`src/rtl/core/alist_pkg.sv`:
```
// Shared constants, codes and types of the array list engine
`timescale 1ns / 1ps

package alist_pkg;

  localparam int DEPTH       = 256;
  localparam int ADDR_W      = $clog2(DEPTH);
  localparam int FILL_W      = $clog2(DEPTH + 1);
  localparam int KIND_W      = 3;
  localparam int POS_W       = 16;
  localparam int WORD_W      = 32;
  localparam int STATUS_W    = 2;
  localparam int OP_W        = 3;
  localparam int QUEUE_DEPTH = 2;
  localparam int QPTR_W      = (QUEUE_DEPTH > 1) ? $clog2(QUEUE_DEPTH) : 1;
  localparam int QCNT_W      = $clog2(QUEUE_DEPTH + 1);

  typedef logic [KIND_W-1:0]   kind_t;
  typedef logic [STATUS_W-1:0] status_t;
  typedef logic [OP_W-1:0]     op_t;
  typedef logic [ADDR_W-1:0]   addr_t;
  typedef logic [FILL_W-1:0]   fill_t;
  typedef logic [WORD_W-1:0]   word_t;

  localparam kind_t KIND_PUSH   = 3'd0;
  localparam kind_t KIND_INSERT = 3'd1;
  localparam kind_t KIND_REMOVE = 3'd2;
  localparam kind_t KIND_SET    = 3'd3;
  localparam kind_t KIND_GET    = 3'd4;
  localparam kind_t KIND_CLEAR  = 3'd5;

  localparam status_t ST_DONE  = 2'd0;
  localparam status_t ST_FULL  = 2'd1;
  localparam status_t ST_RANGE = 2'd2;

  // Work codes handed from the front end to the back end
  localparam op_t OP_NOP    = 3'd0;
  localparam op_t OP_WRITE  = 3'd1;
  localparam op_t OP_READ   = 3'd2;
  localparam op_t OP_INSERT = 3'd3;
  localparam op_t OP_REMOVE = 3'd4;

  typedef struct packed {
    op_t     op;
    addr_t   addr;    // target entry
    addr_t   src;     // first source entry of a shift
    fill_t   moves;   // entries to shift
    word_t   word;
    fill_t   count;   // length after the request
    status_t status;
  } job_t;

endpackage

```
`src/rtl/core/alist_if.sv`:
```
// Request and result channel interfaces
`timescale 1ns / 1ps

interface alist_req_if;
  logic                                valid;
  logic                                ready;
  logic [alist_pkg::KIND_W-1:0]        kind;
  logic signed [alist_pkg::POS_W-1:0]  position;
  logic signed [alist_pkg::WORD_W-1:0] word_in;

  modport source (output valid, kind, position, word_in, input ready);
  modport sink   (input valid, kind, position, word_in, output ready);
endinterface


```
`src/rtl/core/alist_front.sv`:
```
// Front end: takes requests, tracks the length and classifies each request
`timescale 1ns / 1ps

module alist_front (
  input  logic              clk,
  input  logic              rst_n,
  alist_req_if.sink         in_req,
  input  logic              q_full,
  output logic              q_push,
  output alist_pkg::job_t   q_job
);

  alist_pkg::fill_t fill_r, fill_nxt;

  logic [alist_pkg::POS_W-1:0] pos_u;
  logic [alist_pkg::POS_W-1:0] fill_wide;
  logic                        pos_neg;
  logic                        in_range;
  logic                        full;
  alist_pkg::fill_t            fill_inc;
  alist_pkg::fill_t            fill_dec;
  alist_pkg::fill_t            ins_at;
  alist_pkg::fill_t            pos_fill;

  assign in_req.ready = !q_full;
  assign q_push       = in_req.valid && !q_full;

  always_comb begin
    pos_u     = $unsigned(in_req.position);
    pos_neg   = in_req.position[alist_pkg::POS_W-1];
    fill_wide = alist_pkg::POS_W'(fill_r);
    pos_fill  = pos_u[alist_pkg::FILL_W-1:0];
    in_range  = !pos_neg && (pos_u < fill_wide);
    full      = (fill_r == alist_pkg::FILL_W'(alist_pkg::DEPTH));
    fill_inc  = fill_r + alist_pkg::FILL_W'(1);
    fill_dec  = fill_r - alist_pkg::FILL_W'(1);

    // insert position clamped to 0..length
    if (pos_neg) begin
      ins_at = '0;
    end else if (pos_u > fill_wide) begin
      ins_at = fill_r;
    end else begin
      ins_at = pos_fill;
    end

    fill_nxt     = fill_r;
    q_job.op     = alist_pkg::OP_NOP;
    q_job.addr   = '0;
    q_job.src    = '0;
    q_job.moves  = '0;
    q_job.word   = $unsigned(in_req.word_in);
    q_job.status = alist_pkg::ST_DONE;

    unique case (in_req.kind)
      alist_pkg::KIND_PUSH: begin
        if (full) begin
          q_job.status = alist_pkg::ST_FULL;
        end else begin
          q_job.op   = alist_pkg::OP_WRITE;
          q_job.addr = fill_r[alist_pkg::ADDR_W-1:0];
          fill_nxt   = fill_inc;
        end
      end
      alist_pkg::KIND_INSERT: begin
        if (full) begin
          q_job.status = alist_pkg::ST_FULL;
        end else begin
          q_job.op    = alist_pkg::OP_INSERT;
          q_job.addr  = ins_at[alist_pkg::ADDR_W-1:0];
          q_job.src   = fill_dec[alist_pkg::ADDR_W-1:0];
          q_job.moves = fill_r - ins_at;
          fill_nxt    = fill_inc;
        end
      end
      alist_pkg::KIND_REMOVE: begin
        if (!in_range) begin
          q_job.status = alist_pkg::ST_RANGE;
        end else begin
          q_job.op    = alist_pkg::OP_REMOVE;
          q_job.addr  = pos_u[alist_pkg::ADDR_W-1:0];
          q_job.src   = pos_u[alist_pkg::ADDR_W-1:0] + alist_pkg::ADDR_W'(1);
          q_job.moves = fill_dec - pos_fill;
          fill_nxt    = fill_dec;
        end
      end
      alist_pkg::KIND_SET: begin
        if (!in_range) begin
          q_job.status = alist_pkg::ST_RANGE;
        end else begin
          q_job.op   = alist_pkg::OP_WRITE;
          q_job.addr = pos_u[alist_pkg::ADDR_W-1:0];
        end
      end
      alist_pkg::KIND_GET: begin
        if (!in_range) begin
          q_job.status = alist_pkg::ST_RANGE;
        end else begin
          q_job.op   = alist_pkg::OP_READ;
          q_job.addr = pos_u[alist_pkg::ADDR_W-1:0];
        end
      end
      alist_pkg::KIND_CLEAR: begin
        fill_nxt = '0;
      end
      default: begin
      end
    endcase

    q_job.count = fill_nxt;
  end

  always_ff @(posedge clk) begin
    if (!rst_n) begin
      fill_r <= '0;
    end else if (q_push) begin
      fill_r <= fill_nxt;
    end
  end

endmodule

```
`src/flat_wrapper.sv`:
```
// flat-port wrapper written by rule: the top's interface ports become plain ports
module alist_front_flat 
  (clk, rst_n, q_full, q_push, q_job, in_req_valid, in_req_kind, in_req_position, in_req_word_in, in_req_ready);
  alist_req_if in_req_i ();
  input  logic clk;
  input  logic rst_n;
  input  logic q_full;
  output logic q_push;
  output alist_pkg::job_t q_job;
  input wire logic [$bits(in_req_i.valid)-1:0] in_req_valid;
  input wire logic [$bits(in_req_i.kind)-1:0] in_req_kind;
  input wire logic [$bits(in_req_i.position)-1:0] in_req_position;
  input wire logic [$bits(in_req_i.word_in)-1:0] in_req_word_in;
  output wire logic [$bits(in_req_i.ready)-1:0] in_req_ready;
  assign in_req_i.valid = in_req_valid;
  assign in_req_i.kind = in_req_kind;
  assign in_req_i.position = in_req_position;
  assign in_req_i.word_in = in_req_word_in;
  assign in_req_ready = in_req_i.ready;
  alist_front u_core (.clk(clk), .rst_n(rst_n), .in_req(in_req_i), .q_full(q_full), .q_push(q_push), .q_job(q_job));
endmodule
```
`config.mk`:
```
export PLATFORM = sky130hd
export DESIGN_NAME = alist_front_flat
export DESIGN_NICKNAME = d
export VERILOG_FILES = /design/src/rtl/core/alist_pkg.sv /design/src/rtl/core/alist_if.sv /design/src/rtl/core/alist_front.sv /design/src/flat_wrapper.sv
export SDC_FILE = /design/constraint.sdc
export NUM_CORES = 1
export LEC_CHECK = 0
export ABC_CLOCK_PERIOD_IN_PS = 8800
export BUFFER_PORTS_ARGS = -buffer_cell sky130_fd_sc_hd__buf_2
export CAP_MARGIN = 20
export CORE_ASPECT_RATIO = 0.5
export CORE_MARGIN = 8
export CORE_UTILIZATION = 26
export CTS_CLUSTER_SIZE = 25
export DETAILED_ROUTE_END_ITERATION = 16
export GPL_ROUTABILITY_DRIVEN = 1
export PLACE_DENSITY = 0.58
export SYNTH_ARGS = -nofsm -noshare
export SYNTH_HDL_FRONTEND = slang
export SYNTH_SLANG_ARGS = --single-unit
```
`constraint.sdc`:
```
create_clock -name clk -period 8.8 [get_ports clk]
set_clock_uncertainty 0.2 [all_clocks]
set_input_delay 1.32 -clock clk [delete_from_list [all_inputs] [get_ports clk]]
set_output_delay 1.32 -clock clk [all_outputs]
set_load 0.005 [all_outputs]
```
# == After elaboration in Yosys (flattened, before gate mapping) ==
# Index checks and enable logic that the tools add are counted.
# totals
register_bits,9
input_bits,55
out_inout_bits,73
word_cells,36
# classes
addsub,5
magnitude_cmp,2
n_eq_ne,6
n_mux,15
n_reduce_logical,7
# ops
op,count
11-bit case mux with 5 select lines,1
9-bit two-way mux,6
17-bit case mux with 2 select lines,1
28-bit two-way mux,1
27-bit two-way mux,1
9-bit case mux with 3 select lines,1
9-bit subtractor,2
16-bit by 9-bit > comparator with 1-bit output,1
16-bit by 9-bit less-than comparator with 1-bit output,1
10-bit two-way mux,1
"9-bit by 1-bit adder with 9-bit output, second input constant",1
"9-bit equality test, second input constant",1
"9-bit by 1-bit subtractor with 9-bit output, second input constant",1
"8-bit by 1-bit adder with 8-bit output, second input constant",1
"3-bit by 2-bit equality test with 1-bit output, second input constant",2
"3-bit equality test, second input constant",2
2-bit case mux with 2 select lines,1
"3-bit by 1-bit equality test with 1-bit output, second input constant",1
3-bit logical NOT,1
3-bit OR reduction,1
1-bit logical AND,2
1-bit logical NOT,2
2-bit two-way mux,1
2-bit OR reduction,1
1-bit two-way mux,1

# == Logic depth before layout (Yosys ltp) ==
# logic_depth
depth_word,6
depth_mapped,18

# == Worst setup path after synthesis ==
# OpenSTA, ideal clock, no wires.
# synth_path
path_type,input -> output
startpoint,in in_req_position[11]
endpoint,out q_job[51] (netlist name)
arrival_time_ns,4.827
setup_slack_ns,2.453
cell_stages,16
n_path_buf,2
cell_sequence,or4_1 > or4_1 > buf_2 > or2_4 > o31ai_2 > buf_6 > mux2i_1 > nor2_1 > ha_1 > fa_1 > nand3b_1 > a21boi_0 > o21ai_0 > a211o_1 > o21a_1 > o32ai_1
# synth_rtl
element,line_no,text
start: declaration,flat_wrapper.sv:12,input wire logic [$bits(in_req_i.position)-1:0] in_req_position;
end: declaration,flat_wrapper.sv:9,output alist_pkg::job_t q_job;

==> run metrics <==
Final period util=0.801; VDD IR max=55.2 uV; R2R cell count=8; number of global-route vias before repair=2949; critical path startpoint category=input port; final hold violations=0; Initial Util=0.264; crit path DAT=5.53 ns; Die H=90.3 um; #FFs+latches synth=9; Port Buf Inserts=63; clock sink count=9; number of diodes=0; drt drc=0; clock transition at the registers of the reported paths=0.04 ns; hold depth=2; CP Max Fanout=16; I/O pin cnt=128; CTS tree=built; Root Buffer=clkbuf_16; HPWL after DPL=8.03 mm; Mapped Cells=392; Final ANT Viol Nets=0; routed wl met2=4.52 mm; Hold WC Path Type=flip-flop to flip-flop; RSZ-0062 raised after global routing=false; Worst Setup End Kind=output port; Top Metal Used=met4; Largest Register=u_core.fill_r; fillcell total=1217; top post-synthesis cells by count=buf_4 (32), ha_1 (32), nor2_1 (29); final hold slack=0.475 ns; H-tree level count=1; Clock Path Buffers=2; area taken by flip-flops and latches=180 um2; Worst Min Path Start=u_core.fill_r[6]; routability congestion estimate=0.881; DIE AREA=14900 um2; Synth top area share=0.139; Worst-Margin Slew=0.834 ns; hold endpoint=u_core.fill_r[6]; count of final setup violators=0; initial DRC count=271; register area share after synthesis=0.0627; later-pin clock latency in the skew report=0.24 ns; initial antenna violation count=0; worst rel slew slack=0.437; min Tclk post-route=7.05 ns; outcome=completed; post-synth top area cell=ha_1; Power Dens Cells=75.3 nW/um2; fin. max-slew vios=0; CTS buffer count=3; final WL=9.95 mm; worst r2r src=u_core.fill_r[6]; core box area=10900 um2; Tot GR Track Use=0.128; Synth Flop Type=dfxtp_1; reg2reg end=u_core.fill_r[1]; Nets=499; largest net degree at the start of global routing=18; Post-synth ARST share=0; layout cells sized above 1=0.198; P&R area growth vs syn=9.19%; CTS Hold Bufs=0; Pre-Repair DR Iteration Count=5; Avg Cell Area, Syn=7.33 um2; fmax=142 MHz; first-pass GRT wire length=15.7 mm; cells resized by post-CTS repair=0; setup TNS=0 ns; Metal-1 WL=4.47 mm; Inst Count DP=549; distinct cell type count after synthesis=65; max FFs per register=9; Largest regs=u_core.fill_r: 9 flops; setup bufs post-CTS=0; Syn Nets=481; multi-input logic area=2270 um2; Max Cap Violations=0; met3 wire len=780 um; Post-synth EDFFs=0; total grt overflow=0; flop2flop setup slack=5.62 ns; Die X=165 um; Final Non-Filler Cells=554; Total Power=236 uW; Leak=1.33 nW; WL/cell=18.0 um; top area cells in the synthesized netlist=ha_1 (14%), buf_4 (8.4%), xnor2_1 (7.0%); Vias/cell=5.42; Cell Area, Synth=2870 um2; Worst EP required=7.28 ns; Crit Path Class=input port to output port; Rows=27; Synth Warn #=0; via count=3004
-- metrics by stage --
stage | setup slack, ns | utilization | instance area, um2
floorplan | 2.45 | - | 2870
global placement | 1.77 | 0.280 | 3050
detailed placement | 1.67 | 0.280 | 3050
CTS | 1.65 | 0.288 | 3130
global route | 1.43 | 0.288 | 3140
finish | 1.75 | 0.288 | 3140
-- worst max-delay path by stage --
stage                   startpoint  cells past startpoint         to
2_1_floorplan  in_req_position[11]                     16  q_job[51]
3_3_place_gp    in_req_position[6]                     17  q_job[51]
3_5_place_dp    in_req_position[6]                     17  q_job[51]
4_1_cts         in_req_position[6]                     17  q_job[51]
5_1_grt        in_req_position[15]                     17  q_job[51]
6_report       in_req_position[15]                     17  q_job[51]
-- where the power goes --
| part | leakage (nW) | switching (mW) | total [mW] | internal (mW) |
|---|---|---|---|---|
| logic | 1.22 | 0.0647 | 0.109 | 0.0443 |
| clock network | 0.0382 | 0.0219 | 0.0827 | 0.0608 |
| registers | 0.0727 | 0.00277 | 0.0444 | 0.0417 |
| total | 1.33 | 0.0894 | 0.236 | 0.147 |
-- logic make-up (layout without fill, tap and decap cells) --
kind of cell,after synthesis,after routing,share of synthesized area
simple gates,123,123,0.231
flops,9,9,0.0627
mux,11,11,0.0383
buf+inv,78,95,0.148
fa+ha+maj,34,34,0.153
xor+xnor,28,28,0.0854
compound gates,109,109,0.282
-- placed cells by master (no fill, tap or decap), types with 10 or more instances in the layout --
master / Yosys / routed
a21oi_1: 12 / 12
inv_1: 24 / 24
o22ai_1: 10 / 10
mux2i_1: 11 / 11
xnor2_1: 23 / 23
nand3_1: 10 / 10
buf_2: 3 / 63
nor3_1: 14 / 14
o21ai_0: 24 / 24
nand2_1: 17 / 17
nor2_1: 29 / 29
ha_1: 32 / 32
nand2b_1: 12 / 12
-- critical path, cell delays in order --
cell,delay [ns]
buf_2,0.20
or4_1,0.50
or4_1,0.57
or2_4,0.34
o31ai_2,0.08
buf_4,0.26
mux2i_1,0.21
nor2_1,0.06
ha_1,0.21
fa_1,0.40
nand3b_1,0.19
a21boi_0,0.23
o21ai_0,0.15
a211o_1,0.32
o21a_1,0.11
o32ai_1,0.20
buf_2,0.16
-- layout make-up --
cell class,instances,area share
Multi-Input combinational cell,305,0.723
Inverter,26,0.0311
Tap cell,145,0.0579
Sequential cell,9,0.0575
Clock buffer,4,0.0251
Timing Repair Buffer,65,0.105
-- metal layers --
| metal | vias up | GRT usage |
|---|---|---|
| li1 | 1438 | - |
| met1 | 1415 | 0.172 |
| met2 | 137 | 0.202 |
| met3 | 14 | 0.0278 |
| met4 | 0 | 0.0358 |
| met5 | - | 0 |
No activity file was read; power rests on OpenSTA's default activity.
