$ cat src/rtl/core/alist_pkg.sv
// Shared constants, codes and types of the array list engine
`timescale 1ns / 1ps

package alist_pkg;

  localparam int DEPTH       = 256;
  localparam int ADDR_W      = $clog2(DEPTH);
  localparam int FILL_W      = $clog2(DEPTH + 1);
  localparam int KIND_W      = 3;
  localparam int POS_W       = 16;
  localparam int WORD_W      = 32;
  localparam int STATUS_W    = 2;
  localparam int OP_W        = 3;
  localparam int QUEUE_DEPTH = 2;
  localparam int QPTR_W      = (QUEUE_DEPTH > 1) ? $clog2(QUEUE_DEPTH) : 1;
  localparam int QCNT_W      = $clog2(QUEUE_DEPTH + 1);

  typedef logic [KIND_W-1:0]   kind_t;
  typedef logic [STATUS_W-1:0] status_t;
  typedef logic [OP_W-1:0]     op_t;
  typedef logic [ADDR_W-1:0]   addr_t;
  typedef logic [FILL_W-1:0]   fill_t;
  typedef logic [WORD_W-1:0]   word_t;

  localparam kind_t KIND_PUSH   = 3'd0;
  localparam kind_t KIND_INSERT = 3'd1;
  localparam kind_t KIND_REMOVE = 3'd2;
  localparam kind_t KIND_SET    = 3'd3;
  localparam kind_t KIND_GET    = 3'd4;
  localparam kind_t KIND_CLEAR  = 3'd5;

  localparam status_t ST_DONE  = 2'd0;
  localparam status_t ST_FULL  = 2'd1;
  localparam status_t ST_RANGE = 2'd2;

  // Work codes handed from the front end to the back end
  localparam op_t OP_NOP    = 3'd0;
  localparam op_t OP_WRITE  = 3'd1;
  localparam op_t OP_READ   = 3'd2;
  localparam op_t OP_INSERT = 3'd3;
  localparam op_t OP_REMOVE = 3'd4;

  typedef struct packed {
    op_t     op;
    addr_t   addr;    // target entry
    addr_t   src;     // first source entry of a shift
    fill_t   moves;   // entries to shift
    word_t   word;
    fill_t   count;   // length after the request
    status_t status;
  } job_t;

endpackage

$ cat src/rtl/core/alist_queue.sv
// Short job queue between the front end and the back end
`timescale 1ns / 1ps

module alist_queue (
  input  logic             clk,
  input  logic             rst_n,
  input  logic             push,
  input  alist_pkg::job_t  push_job,
  output logic             full,
  input  logic             pop,
  output logic             empty,
  output alist_pkg::job_t  head
);

  alist_pkg::job_t                slots_r [alist_pkg::QUEUE_DEPTH];
  logic [alist_pkg::QPTR_W-1:0]   wr_ptr_r, wr_ptr_nxt;
  logic [alist_pkg::QPTR_W-1:0]   rd_ptr_r, rd_ptr_nxt;
  logic [alist_pkg::QCNT_W-1:0]   cnt_r, cnt_nxt;

  localparam logic [alist_pkg::QPTR_W-1:0] PTR_LAST =
    alist_pkg::QPTR_W'(alist_pkg::QUEUE_DEPTH - 1);

  assign full  = (cnt_r == alist_pkg::QCNT_W'(alist_pkg::QUEUE_DEPTH));
  assign empty = (cnt_r == '0);
  assign head  = slots_r[rd_ptr_r];

  always_comb begin
    wr_ptr_nxt = wr_ptr_r;
    rd_ptr_nxt = rd_ptr_r;
    cnt_nxt    = cnt_r;
    if (push) begin
      wr_ptr_nxt = (wr_ptr_r == PTR_LAST) ? '0 : wr_ptr_r + alist_pkg::QPTR_W'(1);
    end
    if (pop) begin
      rd_ptr_nxt = (rd_ptr_r == PTR_LAST) ? '0 : rd_ptr_r + alist_pkg::QPTR_W'(1);
    end
    if (push && !pop) begin
      cnt_nxt = cnt_r + alist_pkg::QCNT_W'(1);
    end else if (pop && !push) begin
      cnt_nxt = cnt_r - alist_pkg::QCNT_W'(1);
    end
  end

  always_ff @(posedge clk) begin
    if (!rst_n) begin
      wr_ptr_r <= '0;
      rd_ptr_r <= '0;
      cnt_r    <= '0;
    end else begin
      wr_ptr_r <= wr_ptr_nxt;
      rd_ptr_r <= rd_ptr_nxt;
      cnt_r    <= cnt_nxt;
    end
  end

  always_ff @(posedge clk) begin
    if (push) begin
      slots_r[wr_ptr_r] <= push_job;
    end
  end

endmodule

$ cat config.mk
export PLATFORM = sky130hd
export DESIGN_NAME = alist_queue
export DESIGN_NICKNAME = d
export VERILOG_FILES = /design/src/rtl/core/alist_pkg.sv /design/src/rtl/core/alist_queue.sv
export SDC_FILE = /design/constraint.sdc
export NUM_CORES = 1
export LEC_CHECK = 0
export BUFFER_PORTS_ARGS = -buffer_cell sky130_fd_sc_hd__buf_2
export CORE_ASPECT_RATIO = 0.5
export CORE_UTILIZATION = 47
export CTS_CLUSTER_DIAMETER = 100
export DETAILED_ROUTE_END_ITERATION = 8
export GPL_TIMING_DRIVEN = 0
export PLACE_DENSITY = 0.76
export SLEW_MARGIN = 30
export SYNTH_ARGS = -nofsm -noshare
export SYNTH_HDL_FRONTEND = slang
export SYNTH_SLANG_ARGS = --single-unit
$ cat constraint.sdc
create_clock -name clk -period 4.3 [get_ports clk]
set_clock_uncertainty 0.05 [all_clocks]
set_input_delay 0.215 -clock clk [delete_from_list [all_inputs] [get_ports clk]]
set_output_delay 0.215 -clock clk [all_outputs]
set_load 0.02 [all_outputs]
-- Word level (Yosys, flattened, before mapping)
Memory sizes are Yosys's and may differ from the RTL's. A register that Yosys moved wholly into a read port is not among the register bits.
Index checks and enable logic that the tools add are counted.
- memories: 1
- memory bits (writable): 142
- input port bits: 75
- output and inout bits: 73
- word-level logic and storage cells: 23
- register bits after elaboration: 4
- memory list (name ; words ; bits a word ; read ports ; clocked after Yosys merged registers in ; write ports ; line ; RTL):
    slots_r ; 2 ; 71 ; 1 ; 1 ; 1 ; alist_queue.sv:15 ; alist_pkg::job_t slots_r [alist_pkg::QUEUE_DEPTH];
- $add $sub $neg: 4
- reductions and logical operators: 6
- equality and inequality tests: 1
- muxes and demuxes: 8
- operators with widths (operator ; count):
    1-bit two-way mux ; 6
    2-bit two-way mux ; 2
    1-bit adder, second input constant ; 2
    2-bit by 1-bit adder with 2-bit output, second input constant ; 1
    2-bit equality test, second input constant ; 1
    1-bit logical AND ; 2
    1-bit zero test ; 2
    2-bit zero test ; 1
    2-bit nonzero test ; 1
    2-bit by 1-bit subtractor with 2-bit output, second input constant ; 1

-- Longest topological paths before layout
Gate-level depths: netlist of run 1.
- depth after elaboration: 4
- mapped depth: 5
- depth with buffers taken out: 5

-- Worst setup path before layout of run 1
Ideal clock, no wire load.
- path type: register to register
- start: register wr_ptr_r
- end: memory slots_r[0][0] in the netlist's numbering (enable)
- stages on the path, launching flop included: 2
- library setup time: 0.510 ns
- path slack: 0.262 ns
- clock period less this slack: 4.038 ns
- path buffers: 0
- arrival: 3.479 ns
- required time: 3.740 ns
- cell sequence: dfxtp_1 nor2b_1
- RTL lines (what ; line ; RTL):
    start: declaration ; alist_queue.sv:16 ; logic [alist_pkg::QPTR_W-1:0] wr_ptr_r, wr_ptr_nxt;
    start signal: assignment ; alist_queue.sv:50 ; wr_ptr_r <= wr_ptr_nxt;
    end: declaration ; alist_queue.sv:15 ;
No word-level cell before the write port.

==> flow_metrics.tcl, run 1 <==
set metrics [dict create \
    grt_max_degree 40 \
    leakagePower_uw 0.00296 \
    required_ns 4.03 \
    rows 27 \
    yosys.cell_types.count 17 \
    top_layer_used "met4" \
    die_area_mm2 0.0119 \
    rsz0062_at_grt "false" \
    area_growth_pct 43.6 \
    synth_edf_count 142 \
    final_nets 560 \
    max_cap_violations 0 \
    yosys.area.top_type "edfxtp_1" \
    start_util 0.486 \
    via_per_inst 4.80 \
    yosysMostFrequentCell "edfxtp_1" \
    drt-met1-wl_um 4180 \
    synth_commonest_cells "edfxtp_1, mux2_2, buf_6" \
    cts_sinks 147 \
    synth_top_family_by_area "multiplexers" \
    cts-htree-levels 4 \
    cts_resized 0 \
    period_share 0.459 \
    arrival_ns 1.71 \
    grt_overflow 0 \
    wl_per_cell_um 17.0 \
    slew-limit-headroom 0.572 \
    async_flop_share 0 \
    syn_area_mm2 0.00537 \
    grt_usage 0.193 \
    outcome "finished clean" \
    gp_congestion 0.700 \
    worst_r2r_path_depth 3 \
    dp.final_hpwl_um 6330 \
    cts_setup_buffers 0 \
    cp_slowest_cell "mux2_2" \
    placed_cell_area_mm2 0.00640 \
    startpoint_type "flip-flop" \
    maxSlewViolCount 0 \
    wirelength_um 10900 \
    synthAdderAreaFrac 0.00233 \
    drc 0 \
    tightest_slew_ns 0.640 \
    synth.area.top_cells "edfxtp_1, mux2_2, dfxtp_1" \
    dr_total_vias 3075 \
    critPathMaxStageDelay_ns 0.36 \
    synthSimpleGateAreaFrac 0.0105 \
    max_freq_ghz 0.507 \
    synth_xor_area_frac 0.00490 \
    cts_made_buffers 17 \
    dr_wl_met3_um 334 \
    met2_length_um 6160 \
    die-height_um 77.6 \
    ios 148 \
    port_buffers 147 \
    ant_nets 0 \
    grt_pass1_wl_um 16900 \
    syn_area_per_cell_um2 22.1 \
    yosys_warnings 0 \
    setup_viol 0 \
    clk_pin_slew_worst_paths_ns 0.05 \
    final_design_area_no_fill_mm2 0.00770 \
    ir_drop_v 0.000266 \
    power_density_mw_per_mm2 472 \
    path_common_cell "buf_2" \
    synth-main-ff-cell "edfxtp_1" \
    setup_tns_ns 0 \
    fin_total_pwr_uw 3640 \
    dieWidth_um 153 \
    hold_path_class "input port to flip-flop" \
    syn_inst 243 \
    drt_iter0_drc 187 \
    crit_chain "buf_2 -> buf_6 -> mux2_2 -> buf_2" \
    grt_pass1_vias 3283 \
    setup.worst_path.end_class "output pin" \
    period_needed_ns 1.97 \
    critPathKind "flip-flop to output pin" \
    clkLatencyLatePin_ns 0.41 \
    synth_seq_cells 147 \
    clock_path_buffers 2 \
    clockRootBuffer "clkbuf_16" \
    fp.coreArea_mm2 0.0110 \
    synth-compound-area-share 0.00373 \
    drive_gt1_frac 0.520 \
    diodes 0 \
    grt_antenna_before_repair 0 \
    synth_seq_area_share 0.813 \
    first_pass_iters 5 \
    yosys-mux-area-fraction 0.149 \
    syn_nets 319 \
    cts_tree "built" \
    path_max_fanout 10 \
    synth_top_area_share 0.795 \
    final_hold_viol_count 0 \
    hold_path_depth 2 \
]
[registers in the layout (all words and copies together), names as in the netlist, named ones only]
name and flops:
slots_r 142, cnt_r 2, rd_ptr_r 1, wr_ptr_r 1
[worst max-delay path: cells and delay by family (launching register included)]
kind     cells  cell delay, ns
buf+inv      3            0.64
mux          1            0.36
flops        1            0.30
[where the power goes]
| part | leakage [µW] | switching (µW) | internal, µW |
|---|---|---|---|
| Combinational | 0.00130 | 239 | 217 |
| Clock | 0.000283 | 544 | 962 |
| Sequential | 0.00137 | 20.4 | 1650 |
[stage by stage]
stage,instances,hold WS (ns),worst slack [ns],util
CTS,641,0.0102,2.33,0.697
finish,641,0.0182,2.33,0.697
floorplan,243,0.264,0.262,-
detailed placement,539,0.356,2.58,0.579
global route,641,0.0298,2.25,0.697
global placement,535,0.353,-1.65,0.569
[kinds of logic (layout without fill, tap and decap cells)]
kind of cell               Yosys count  after routing
DFF                                147            147
and+or+nand+nor                      9              9
muxes                               71             71
adders and majority gates            1              1
AOI/OAI and AO/OA                    3              3
xor gates and xnor gates             3              3
buffers and inverters                9            262
[final cells by class]
cell class,instances,area (µm²)
Multi-Input combinational cell,87,925
Clock buffer,20,437
Timing Repair Buffer,222,1550
Inverter,1,3.75
Sequential cell,147,4360
Buffer,8,83.8
Fill cell,702,3340
Clock inverter,11,160
Tap cell,145,181
[repair_timing]
action                                  4_1_cts  5_1_grt
endpoints found under the setup margin        0        0
hold endpoints to repair                    142        0
hold buffers                                 71        0
[cell usage in the layout, fill, tap and decap left out, types with 2 or more instances in the layout]
cell type,instances
edfxtp_1,142
clkbuf_1,3
mux2_2,71
clkbuf_16,17
clkinvlp_4,2
dlygate4sd3_1,71
clkinv_1,3
and2_1,3
bufinv_16,4
buf_2,148
buf_16,3
dfxtp_1,5
xor2_1,2
buf_6,7
[layer usage]
layer / vias to the layer above / global-route usage
met5: - / 0
met4: 0 / 0.0778
met1: 1536 / 0.206
met3: 23 / 0.0453
met2: 72 / 0.370
li1: 1444 / -
[worst paths after layout]
kind | slack [ns] | startpoint | end
worst max-delay path | 2.33 | flip-flop | head[61]
worst min-delay path | 0.02 | rst_n | wr_ptr_r$_SDFFE_PN0P_
worst max register to register | 2.65 | wr_ptr_r$_SDFFE_PN0P_ | slots_r[0][32]$_DFFE_PP_
worst min register to register | 0.48 | cnt_r[1]$_SDFFE_PN0P_ | cnt_r[1]$_SDFFE_PN0P_
Power figures use the tool's default switching activity.
==> inputs of run 2 (changes only) <==
CORE_UTILIZATION = 52   (was 47)
PLACE_DENSITY = 0.79   (was 0.76)
clock period = 1.94 ns   (was 4.3 ns; I/O delays follow)
==> run 2 against run 1 <==
  * Combinational power increased by 120%
  * Critical path depth unchanged
  * Worst hold slack improved by 0.0023 ns
  * Register-to-register slack got worse by 2.3 ns
  * Critical path type unchanged
  * Critical endpoint is now head[57]
  * Largest cell class unchanged
==> flow_metrics.tcl, run 2 (same netlist as run 1, synthesis figures left out) <==
set metrics [dict create \
    diodes 0 \
    pwr-share-comb 0.127 \
    utilization 0.797 \
    tightest_slew_ns 0.608 \
    via_per_inst 4.86 \
    reg_top3 "slots_r: 142 flops, cnt_r: 2 flops" \
    final_hold_viol_count 0 \
    dp.final_hpwl_um 6450 \
    power_frac_clock 0.410 \
    ir_drop_v 0.000786 \
    gp_congestion 0.692 \
    outcome "finished clean" \
    mostFrequentLayoutCells "buf_2, edfxtp_1, dlygate4sd3_1" \
    largest_register "slots_r" \
    arrival_ns 1.65 \
    setup_tns_ns 0 \
    power_density_mw_per_mm2 1040 \
    area_growth_pct 44.4 \
    instances_no_fill 634 \
    maxSlewViolCount 0 \
    dieWidth_um 146 \
    swShare 0.227 \
    clockRootBuffer "clkbuf_16" \
    period_share 0.929 \
    dr_total_vias 3080 \
    grt_pass1_vias 3373 \
    fp.coreArea_mm2 0.00973 \
    pwr-share-seq 0.463 \
    setup_viol 0 \
    ant_nets 0 \
    clk_pin_slew_worst_paths_ns 0.06 \
    setup.worst_path.end_class "output pin" \
    fillCellCount 512 \
    port_buffers 147 \
    period_needed_ns 1.80 \
    cts_sinks 147 \
    leakagePower_uw 0.00298 \
    cts_setup_buffers 0 \
    hold_path_class "input port to flip-flop" \
    clock_path_buffers 2 \
    grt_pass1_wl_um 16500 \
    first_pass_iters 4 \
    switchingPower_uw 1820 \
    largest_register_ffs 142 \
    wl_per_cell_um 17.4 \
    startpoint_type "flip-flop" \
    drive_gt1_frac 0.531 \
    grt_max_degree 53 \
    cts-htree-levels 4 \
    cts_tree "built" \
    start_util 0.552 \
    grt_overflow 0 \
    cts_made_buffers 17 \
    critPathKind "flip-flop to output pin" \
    grt_antenna_before_repair 0 \
    drt_iter0_drc 129 \
    dp_slack_ns 0.306 \
    max_freq_ghz 0.555 \
    ios 148 \
    wirelength_um 11000 \
    clkLatencyLatePin_ns 0.40 \
    die_area_mm2 0.0108 \
    slew-limit-headroom 0.594 \
    final_nets 562 \
    path_max_fanout 10 \
    max_cap_violations 0 \
    final_common_cell "buf_2" \
    rsz0062_at_grt "false" \
    dp_cells 529 \
    setup_ws_ns 0.138 \
    grt_usage 0.213 \
    required_ns 1.79 \
    die-height_um 73.8 \
    rows 25 \
    internal_power_uw 6200 \
    drc 0 \
]
## run 2: cell count changes in the layout (fill, tap and decap cells not counted), moves of 2 or more
cell,change
bufinv_16,-4
clkbuf_8,+3
clkinv_1,-3
clkinvlp_4,+2
clkbuf_1,-3
dlygate4sd3_1,+2
clkbuf_16,+4
## run 2: layout make-up
class	instances	area (µm²)	share of cell area
plain buffers	8	86.3	0.0111
clock buffers	24	567	0.0731
clock inverters	8	57.6	0.00743
inverters	1	3.75	0.000484
multi-input cells	87	925	0.119
flip-flops and latches	147	4360	0.563
well taps	135	169	0.0218
repair buffers	224	1580	0.203
## run 2: critical path: stages, from the launching register on
cell and delay (ns):
dfxtp_1 0.31, clkbuf_4 0.23, buf_6 0.18, mux2_2 0.35, buf_2 0.17
## run 2: path summary, 6_finish.rpt
| path | startpoint | end | slack, ns | depth (start not counted) |
|---|---|---|---|---|
| min | push | wr_ptr_r$_SDFFE_PN0P_ | 0.02 | 3 |
| max reg2reg | wr_ptr_r$_SDFFE_PN0P_ | slots_r[0][13]$_DFFE_PP_ | 0.31 | 3 |
| min reg2reg | rd_ptr_r$_SDFFE_PN0P_ | flip-flop | 0.53 | 2 |
| max | flip-flop | head[57] | 0.14 | 4 |
## run 2: through the flow
stage	power (µW)	hold WS (ns)	area, µm²
after floorplan	4320	0.146	5380
after global placement	4600	0.234	6280
after detailed placement	4670	0.239	6390
after CTS	8050	0.00499	7750
after global routing	8270	0.0277	7750
final	8030	0.0205	7750
## run 2: power by group through the flow
stage	Clock, µW	Combinational, µW	Sequential, µW
2_1_floorplan	0	556	3760
6_report	3290	1020	3710
5_1_grt	3470	1080	3730
4_1_cts	3320	1010	3710
3_3_place_gp	0	827	3770
3_5_place_dp	0	893	3780
## run 2: what timing repair did
item / CTS / global route
resized for setup: 0 / 1
hold buffers: 73 / 0
setup endpoints to repair: 0 / 1
hold endpoints to repair: 147 / 0
## run 2: layer usage
| layer | wire length [µm] | vias up | global-route usage |
|---|---|---|---|
| met5 | 0 | - | 0 |
| met4 | 150 | 0 | 0.104 |
| met3 | 447 | 15 | 0.0590 |
| met2 | 6050 | 81 | 0.406 |
| met1 | 4360 | 1537 | 0.224 |
| li1 | - | 1447 | - |
